`src/rtl/nnds_pkg.sv`:
```
// Shared types and constants for the nearest neighbor downscaler.
`timescale 1ns / 1ps
`default_nettype none

package nnds_pkg;

   localparam int DEFAULT_MAX_DIM    = 4096;
   localparam int DEFAULT_RATIO_BITS = 8;

   localparam int DIM_REG_W  = 13;
   localparam int CSR_ADDR_W = 4;
   localparam int CSR_DATA_W = 32;

   localparam int RESET_SOURCE_WIDTH  = 1280;
   localparam int RESET_SOURCE_HEIGHT = 720;
   localparam int RESET_NUMERATOR     = 1;
   localparam int RESET_DENOMINATOR   = 2;

   typedef enum logic [1:0] {
      REG_SOURCE_WIDTH  = 2'd0,
      REG_SOURCE_HEIGHT = 2'd1,
      REG_NUMERATOR     = 2'd2,
      REG_DENOMINATOR   = 2'd3
   } reg_index_type;

   typedef struct packed {
      logic [7:0] blue_in;
      logic [7:0] green_in;
      logic [7:0] red_in;
   } req_payload_type;

   typedef struct packed {
      logic [7:0] blue_out;
      logic [7:0] green_out;
      logic [7:0] red_out;
      logic       row_end;
      logic [1:0] pad_count;
      logic       frame_end;
   } rsp_payload_type;

endpackage

`default_nettype wire

```
`src/rtl/nearest_neighbor_downscaler_top.sv`:
```
// Top level of the nearest neighbor downscaler: pixel selection and result buffer.
//
//   channel   direction   handshake                 payload
//   req_      in          req_valid / req_stall     req_data  (one source pixel)
//   rsp_      out         rsp_valid / rsp_stall     rsp_data  (one kept pixel)
//   csr_      in          APB psel/penable/pwrite   paddr, pwdata, prdata
//
// One source pixel is taken per cycle while req_stall is low; a kept pixel is registered before it shows on rsp_.
// Selection is a single pass of adds and compares against running sums.
// A two-entry result buffer (output register plus skid) lets a pixel be taken
// while the previous result waits; req_stall rises only when both entries hold.
// Synchronous reset returns to the first pixel of a frame with default config.
`timescale 1ns / 1ps
`default_nettype none

module nearest_neighbor_downscaler_top #(
   parameter int MAX_DIM    = nnds_pkg::DEFAULT_MAX_DIM,
   parameter int RATIO_BITS = nnds_pkg::DEFAULT_RATIO_BITS
) (
   input  wire                                clock,
   input  wire                                reset,
   input  wire                                req_valid,
   output logic                               req_stall,
   input  wire nnds_pkg::req_payload_type     req_data,
   output logic                               rsp_valid,
   input  wire                                rsp_stall,
   output nnds_pkg::rsp_payload_type          rsp_data,
   input  wire                                csr_psel,
   input  wire                                csr_penable,
   input  wire                                csr_pwrite,
   input  wire [nnds_pkg::CSR_ADDR_W-1:0]     csr_paddr,
   input  wire [nnds_pkg::CSR_DATA_W-1:0]     csr_pwdata,
   output logic [nnds_pkg::CSR_DATA_W-1:0]    csr_prdata,
   output logic                               csr_pready
);
   import nnds_pkg::*;

   localparam int DIM_W = $clog2(MAX_DIM + 1);
   localparam int SUM_W = DIM_W + RATIO_BITS + 1;

   // configuration registers
   logic [DIM_REG_W-1:0]  width_ff, height_ff;
   logic [RATIO_BITS-1:0] num_ff, den_ff;
   reg_index_type         csr_index;
   logic                  csr_write;

   // frame position state
   logic [DIM_W-1:0] src_column_ff, src_column_in, src_row_ff, src_row_in;
   logic [SUM_W-1:0] col_tgt_ff, col_tgt_in, col_src_ff, col_src_in;
   logic [SUM_W-1:0] row_tgt_ff, row_tgt_in, row_src_ff, row_src_in;
   logic [1:0]       out_col_low_ff, out_col_low_in;
   logic             row_sel_ff, row_sel_in;

   // result buffer
   logic            out_valid_ff, skid_valid_ff;
   rsp_payload_type out_data_ff, skid_data_ff;

   logic [DIM_W-1:0]      sw, sh, col_next, row_next;
   logic [RATIO_BITS-1:0] den_r, num_r;
   logic [SUM_W-1:0]      den, num, wlimit, hlimit;
   logic                  row_sel_now, keep, last_col, last_row, col_wrap, row_wrap;
   logic                  accept, push, out_pop;
   rsp_payload_type       result;

   function automatic logic [DIM_W-1:0] clamp_dim(input logic [DIM_REG_W-1:0] v);
      logic [DIM_W-1:0] r;
      if (v == '0) begin
         r = DIM_W'(1);
      end else if (32'(v) > 32'(MAX_DIM)) begin
         r = DIM_W'(MAX_DIM);
      end else begin
         r = DIM_W'(v);
      end
      return r;
   endfunction

   // configuration port
   assign csr_pready = 1'b1;
   assign csr_index  = reg_index_type'(csr_paddr[3:2]);
   assign csr_write  = csr_psel && csr_penable && csr_pwrite && csr_pready;

   always_comb begin
      case (csr_index)
         REG_SOURCE_WIDTH:  csr_prdata = CSR_DATA_W'(width_ff);
         REG_SOURCE_HEIGHT: csr_prdata = CSR_DATA_W'(height_ff);
         REG_NUMERATOR:     csr_prdata = CSR_DATA_W'(num_ff);
         REG_DENOMINATOR:   csr_prdata = CSR_DATA_W'(den_ff);
         default:           csr_prdata = '0;
      endcase
   end

   always_ff @(posedge clock) begin
      if (reset) begin
         width_ff  <= DIM_REG_W'(RESET_SOURCE_WIDTH);
         height_ff <= DIM_REG_W'(RESET_SOURCE_HEIGHT);
         num_ff    <= RATIO_BITS'(RESET_NUMERATOR);
         den_ff    <= RATIO_BITS'(RESET_DENOMINATOR);
      end else if (csr_write) begin
         case (csr_index)
            REG_SOURCE_WIDTH:  width_ff  <= csr_pwdata[DIM_REG_W-1:0];
            REG_SOURCE_HEIGHT: height_ff <= csr_pwdata[DIM_REG_W-1:0];
            REG_NUMERATOR:     num_ff    <= csr_pwdata[RATIO_BITS-1:0];
            REG_DENOMINATOR:   den_ff    <= csr_pwdata[RATIO_BITS-1:0];
            default: ;
         endcase
      end
   end

   // effective geometry; ratios above one become a plain copy
   always_comb begin
      sw     = clamp_dim(width_ff);
      sh     = clamp_dim(height_ff);
      den_r  = (den_ff == '0) ? RATIO_BITS'(1) : den_ff;
      num_r  = (num_ff > den_r) ? den_r : num_ff;
      den    = SUM_W'(den_r);
      num    = SUM_W'(num_r);
      wlimit = SUM_W'(sw) * SUM_W'(num_r);
      hlimit = SUM_W'(sh) * SUM_W'(num_r);
   end

   // handshake
   assign req_stall = skid_valid_ff;
   assign accept    = req_valid && !skid_valid_ff;
   assign out_pop   = out_valid_ff && !rsp_stall;
   assign rsp_valid = out_valid_ff;
   assign rsp_data  = out_data_ff;

   // pixel selection
   always_comb begin
      if (src_column_ff == '0) begin
         row_sel_now = (row_tgt_ff < row_src_ff + num) && (row_tgt_ff + den <= hlimit);
      end else begin
         row_sel_now = row_sel_ff;
      end
      keep     = row_sel_now && (col_tgt_ff < col_src_ff + num) &&
                 (col_tgt_ff + den <= wlimit);
      last_col = (col_tgt_ff + (den << 1)) > wlimit;
      last_row = (row_tgt_ff + (den << 1)) > hlimit;

      result.blue_out  = req_data.blue_in;
      result.green_out = req_data.green_in;
      result.red_out   = req_data.red_in;
      result.row_end   = last_col;
      result.pad_count = last_col ? (out_col_low_ff + 2'd1) : 2'd0;
      result.frame_end = last_col && last_row;
      push             = accept && keep;

      col_next = src_column_ff + DIM_W'(1);
      row_next = src_row_ff + DIM_W'(1);
      col_wrap = col_next >= sw;
      row_wrap = row_next >= sh;

      src_column_in  = col_next;
      src_row_in     = src_row_ff;
      col_tgt_in     = keep ? col_tgt_ff + den : col_tgt_ff;
      col_src_in     = col_src_ff + num;
      row_tgt_in     = row_tgt_ff;
      row_src_in     = row_src_ff;
      out_col_low_in = keep ? out_col_low_ff + 2'd1 : out_col_low_ff;
      row_sel_in     = row_sel_now;
      if (col_wrap) begin
         src_column_in  = '0;
         col_tgt_in     = '0;
         col_src_in     = '0;
         out_col_low_in = '0;
         row_tgt_in     = row_sel_now ? row_tgt_ff + den : row_tgt_ff;
         row_src_in     = row_src_ff + num;
         src_row_in     = row_next;
         if (row_wrap) begin
            src_row_in = '0;
            row_tgt_in = '0;
            row_src_in = '0;
         end
      end
   end

   always_ff @(posedge clock) begin
      if (reset) begin
         src_column_ff  <= '0;
         src_row_ff     <= '0;
         col_tgt_ff     <= '0;
         col_src_ff     <= '0;
         row_tgt_ff     <= '0;
         row_src_ff     <= '0;
         out_col_low_ff <= '0;
         row_sel_ff     <= 1'b1;
      end else if (accept) begin
         src_column_ff  <= src_column_in;
         src_row_ff     <= src_row_in;
         col_tgt_ff     <= col_tgt_in;
         col_src_ff     <= col_src_in;
         row_tgt_ff     <= row_tgt_in;
         row_src_ff     <= row_src_in;
         out_col_low_ff <= out_col_low_in;
         row_sel_ff     <= row_sel_in;
      end
   end

   // result buffer: output register with one skid entry behind it
   always_ff @(posedge clock) begin
      if (reset) begin
         out_valid_ff  <= 1'b0;
         skid_valid_ff <= 1'b0;
      end else if (skid_valid_ff) begin
         if (out_pop) begin
            skid_valid_ff <= 1'b0;
         end
      end else if (push) begin
         if (out_valid_ff && !out_pop) begin
            skid_valid_ff <= 1'b1;
         end else begin
            out_valid_ff <= 1'b1;
         end
      end else if (out_pop) begin
         out_valid_ff <= 1'b0;
      end
   end

   always_ff @(posedge clock) begin
      if (skid_valid_ff) begin
         if (out_pop) begin
            out_data_ff <= skid_data_ff;
         end
      end else if (push) begin
         if (out_valid_ff && !out_pop) begin
            skid_data_ff <= result;
         end else begin
            out_data_ff <= result;
         end
      end
   end

   // checks
   a_skid_behind_out: assert property (@(posedge clock) disable iff (reset)
      skid_valid_ff |-> out_valid_ff)
      else $error("skid entry holds a result while the output register is empty");

   a_pad_only_at_row_end: assert property (@(posedge clock) disable iff (reset)
      (out_valid_ff && !out_data_ff.row_end) |-> (out_data_ff.pad_count == 2'd0))
      else $error("pad count set on a pixel that does not end a row");

   a_frame_end_is_row_end: assert property (@(posedge clock) disable iff (reset)
      (out_valid_ff && out_data_ff.frame_end) |-> out_data_ff.row_end)
      else $error("frame end without row end");

   a_row_wrap_clears: assert property (@(posedge clock) disable iff (reset)
      (accept && col_wrap) |=> (src_column_ff == '0 && col_tgt_ff == '0 &&
                                out_col_low_ff == 2'd0))
      else $error("column state not cleared at end of source row");

endmodule

`default_nettype wire

```
`config.mk`:
```
export PLATFORM = sky130hd
export DESIGN_NAME = nearest_neighbor_downscaler_top
export DESIGN_NICKNAME = d
export VERILOG_FILES = /design/src/rtl/nnds_pkg.sv /design/src/rtl/nearest_neighbor_downscaler_top.sv
export SDC_FILE = /design/constraint.sdc
export NUM_CORES = 1
export LEC_CHECK = 0
export BUFFER_PORTS_ARGS = -buffer_cell sky130_fd_sc_hd__buf_4
export CORE_AREA = 2 2 190 192
export CTS_CLUSTER_DIAMETER = 30
export DETAILED_ROUTE_END_ITERATION = 8
export DIE_AREA = 0 0 192 194
export PLACE_DENSITY = 0.82
export SETUP_SLACK_MARGIN = 0.15
export SLEW_MARGIN = 20
export SYNTH_ARGS = -nofsm -noshare
export SYNTH_HDL_FRONTEND = slang
export SYNTH_SLANG_ARGS = --single-unit
```
`constraint.sdc`:
```
create_clock -name clock -period 11.75 [get_ports clock]
set_input_delay 1.175 -clock clock [delete_from_list [all_inputs] [get_ports clock]]
set_output_delay 1.175 -clock clock [all_outputs]
set_load 0.01 [all_outputs]
```
==> impl_metrics.py <==
metrics = {
    "timing": {
        "final.period_utilization_pct": 90.9,
        "timing.final.hold_violations": 0,
        "slew_viol_final": 0,
        "fmax_mhz": 93.6,
        "finalClockSkew_ps": 19.2,
        "rsz0062_at_grt": "no",
        "finalWorstPathRequiredPeriod_ps": 10680,
        "fin_setup_tns_ps": 0,
        "tightestPinTransition_ps": 955,
        "slew_headroom_pct": 36.1,
        "layout_setup_ws_ps": 1070,
        "final_setup_violation_count": 0,
    },
    "critical_path": {
        "start_to_end_type_of_the_worst_setup_path": "flip-flop to flip-flop",
        "critical_path.top_delay_family": "compound AO/OA/AOI/OAI gates",
        "cp.arrival_ps": 10870,
        "crit_path_start_kind": "flip-flop",
        "crit_fanout": 22,
        "critical-path-max-stage-delay_ps": 740,
        "worst_ep_required_time_ps": 11940,
        "worst_setup_path_end_kind": "flip-flop",
        "worst-path-buf-inv": 6,
        "crit_slowest_cell": "sky130_fd_sc_hd__a2111oi_1",
    },
    "drt": {
        "route.vias.total": 19411,
        "routed_wl_um": 61500,
        "drt_first_iter_violations": 1490,
        "drt-pass1-iter-count": 5,
        "dr_wl_met3_um": 4660,
        "wl_per_cell_um": 19.4,
        "dr.max_layer_used": "met4",
        "met2RoutedLength_um": 29400,
        "post_drt_via_cell_ratio": 6.12,
        "drc": 0,
        "wl_on_met1_um": 24600,
        "post_route_ant_nets": 0,
    },
    "cells_and_area": {
        "fillCellCount": 2622,
        "fraction_of_final_layout_cells_with_drive_strength_greater_than_1_pct": 10.5,
        "area_growth_syn_to_layout_pct": 12.1,
        "post-route-cell-area_um2": 24900,
        "num_antenna_cells": 0,
        "finish.utilization_pct": 70.7,
        "finalNetCount": 3171,
    },
    "logic_synthesis": {
        "syn_inst": 2597,
        "synth_cell_types": 88,
        "yosys_register_bits": 217,
        "synth_enable_flop_cells": 56,
        "postSynthAreaPerCell_um2": 8.56,
        "yosys_most_used_dff": "sky130_fd_sc_hd__dfxtp_1",
        "syn-cell-area_um2": 22200,
        "synth_area_leaders": "sky130_fd_sc_hd__ha_1 (16%), sky130_fd_sc_hd__dfxtp_1 (15%), sky130_fd_sc_hd__fa_1 (12%)",
        "synthesis_warning_total": 0,
        "postSynth.asyncResetShare_pct": 0,
        "area_fraction_of_the_dominant_cell_type_after_synthesis_pct": 16.4,
        "synth-seq-area-share_pct": 22.1,
        "synthDominantAreaCellType": "sky130_fd_sc_hd__ha_1",
    },
    "global_route": {
        "grt_pass1_vias": 19693,
        "total_track_usage_pct": 33.4,
        "grt_first_pass_wirelength_um": 99900,
        "grt_overflow": 0,
        "pin_count_of_the_biggest_net_entering_global_routing": 75,
        "number_of_antenna_violations_at_the_first_check_in_global_routing": 0,
    },
    "placed_design": {
        "preCtsSetupSlack_ps": 947,
        "placement.cell_area_um2": 23300,
        "dp_hpwl_um": 46700,
        "gp_routability_congestion": 0.940,
        "placement.io_buffers": 88,
    },
    "power_and_ir_drop": {
        "total_leakage_power_nw": 11.6,
        "power.share.combinational_pct": 17.2,
        "pwr-share-clk_pct": 50.5,
        "power_frac_seq_pct": 32.3,
        "swShare_pct": 27.6,
        "vdd.ir_drop.worst_uv": 132,
        "powerDensity_nw_per_um2": 105,
        "switchingPower_mw": 0.720,
        "intPower_mw": 1.88,
    },
    "floorplan": {
        "die_area_um2": 37200,
        "num_rows": 69,
        "top_level_ports": 130,
        "die_h_um": 194,
        "initial_core_utilization_pct": 63.1,
        "floorplan.die.width_um": 192,
        "core_region_area_um2": 35200,
    },
    "clock_network": {
        "cts_setup_buffers": 0,
        "cts.reportedPaths.clkPinSlew_ps": 50,
        "clock_tree.buffer_depth": 3,
        "clk_root_buffer_cell": "sky130_fd_sc_hd__clkbuf_16",
        "tritoncts.num_buffers": 43,
        "cts_htree_levels": 2,
        "tritoncts": "built",
        "clock-sinks": 217,
        "cts.hold.buffers_added": 0,
        "worst_skew_pair.late_latency_ps": 540,
    },
    "status": {
        "result_of_the_run": "complete, no violations",
    },
    "hold_path": {
        "timing.hold.worst.class": "flip-flop to flip-flop",
    },
    "flow_run": {
        "number_of_violations_of_the_max_capacitance_limit": 0,
    },
}
[worst min-delay path: stages, from the launching register on]
cell,delay (ps)
sky130_fd_sc_hd__dfxtp_1,310
sky130_fd_sc_hd__nand2_1,50
sky130_fd_sc_hd__a21oi_1,50
[worst paths after layout]
check	from	end	slack (ps)	cells past startpoint
setup / recovery	den_ff[4]$_SDFFE_PP0P_	skid_data_ff[11]$_DFFE_PP_	1070	43
hold / removal	col_src_ff[0]$_SDFFE_PP0P_	col_src_ff[0]$_SDFFE_PP0P_	460	2
setup reg to reg	den_ff[4]$_SDFFE_PP0P_	skid_data_ff[11]$_DFFE_PP_	1070	43
hold reg to reg	col_src_ff[0]$_SDFFE_PP0P_	col_src_ff[0]$_SDFFE_PP0P_	460	2
[area by class of cell]
type / instances / area [um^2] / area share [%]
Clock buffer: 54 / 1250 / 5.03
Clock inverter: 25 / 319 / 1.28
Inverter: 255 / 957 / 3.84
Multi-Input combinational cell: 2026 / 15900 / 63.8
Sequential cell: 217 / 4900 / 19.7
Tap cell: 461 / 577 / 2.32
Timing Repair Buffer: 132 / 1000 / 4.03
[cells in the mapped netlist, types with 5 or more instances]
cell                       number
sky130_fd_sc_hd__a211o_1        7
sky130_fd_sc_hd__a211oi_1      14
sky130_fd_sc_hd__a21boi_0       8
sky130_fd_sc_hd__a21o_1        42
sky130_fd_sc_hd__a21oi_1      154
sky130_fd_sc_hd__a22o_1        34
sky130_fd_sc_hd__a22oi_1        7
sky130_fd_sc_hd__a31oi_1       11
sky130_fd_sc_hd__and2_1        19
sky130_fd_sc_hd__and3_1        27
sky130_fd_sc_hd__and4_1         5
sky130_fd_sc_hd__buf_1          6
sky130_fd_sc_hd__buf_2         11
sky130_fd_sc_hd__buf_4         24
sky130_fd_sc_hd__clkbuf_1      75
sky130_fd_sc_hd__dfxtp_1      161
sky130_fd_sc_hd__edfxtp_1      56
sky130_fd_sc_hd__fa_1         138
sky130_fd_sc_hd__ha_1         291
sky130_fd_sc_hd__inv_1        252
sky130_fd_sc_hd__mux2_2        28
sky130_fd_sc_hd__mux2i_1       21
sky130_fd_sc_hd__mux4_2         8
sky130_fd_sc_hd__nand2_1      270
sky130_fd_sc_hd__nand2b_1      17
sky130_fd_sc_hd__nand3_1       65
sky130_fd_sc_hd__nand3b_1      12
sky130_fd_sc_hd__nand4_1       36
sky130_fd_sc_hd__nor2_1       280
sky130_fd_sc_hd__nor2b_1       37
sky130_fd_sc_hd__nor3_1        45
sky130_fd_sc_hd__nor4_1        13
sky130_fd_sc_hd__o211ai_1      16
sky130_fd_sc_hd__o21a_1        15
sky130_fd_sc_hd__o21ai_0       88
sky130_fd_sc_hd__o21ai_1       13
sky130_fd_sc_hd__o21bai_1       9
sky130_fd_sc_hd__o31ai_1        8
sky130_fd_sc_hd__o41ai_1        5
sky130_fd_sc_hd__or2_2         11
sky130_fd_sc_hd__or3_1          8
sky130_fd_sc_hd__or4_1          8
sky130_fd_sc_hd__xnor2_1      103
sky130_fd_sc_hd__xor2_1        67
[power groups by stage]
stage	logic (mW)	registers (mW)	clock network (mW)
6_report	0.448	0.841	1.32
3_5_place_dp	0.438	0.854	0
5_1_grt	0.491	0.845	1.35
3_3_place_gp	0.421	0.851	0
4_1_cts	0.443	0.841	1.32
2_1_floorplan	0.277	0.860	0
[kinds of logic (layout without fill, tap and decap cells)]
logic type,count (synthesis),in the layout,synth area share [%]
flip-flops,217,217,22.1
adder cells (fa/ha/maj),429,429,28.8
AO/OA/AOI/OAI,480,480,14.2
buffers and inverters,372,466,6.78
XOR/XNOR,171,171,6.82
multiplexers,57,57,3.18
AND/OR/NAND/NOR,869,869,18.1
other,2,20,0.0338
[sequential cells by signal, summed over array words and instances, names as in the netlist, 22 cells and up]
| register | cells |
|---|---|
| rsp_data | 28 |
| skid_data_ff | 28 |
| col_src_ff | 22 |
| col_tgt_ff | 22 |
| row_src_ff | 22 |
| row_tgt_ff | 22 |
[placed cells by master, fill, tap and decap left out, drive strengths merged, types with 56 or more instances in the layout]
| master | count |
|---|---|
| ha | 291 |
| nor2 | 284 |
| nand2 | 270 |
| inv | 257 |
| dfxtp | 161 |
| a21oi | 156 |
| fa | 138 |
| buf | 132 |
| xnor2 | 104 |
| o21ai | 102 |
| xor2 | 67 |
| nand3 | 65 |
| edfxtp | 56 |
[stage by stage]
stage	std cells	power [mW]	hold WS (ps)
after floorplan	2615	1.14	432
after global placement	3091	1.27	441
after detailed placement	3091	1.29	454
after CTS	3170	2.60	461
after global routing	3170	2.69	485
final	3170	2.60	461
[layer usage]
metal | vias to the layer above | GRT usage [%]
li1 | 9054 | -
met1 | 9355 | 42.0
met2 | 799 | 55.7
met3 | 203 | 5.92
met4 | 0 | 15.1
met5 | - | 0
[what timing repair did]
item / 4_1_cts / 5_1_grt
endpoints found under the hold margin: 0 / 0
gates resized for setup: 0 / 2
endpoints found under the setup margin: 0 / 69
Note: power is estimated with default switching activity, not from simulation.
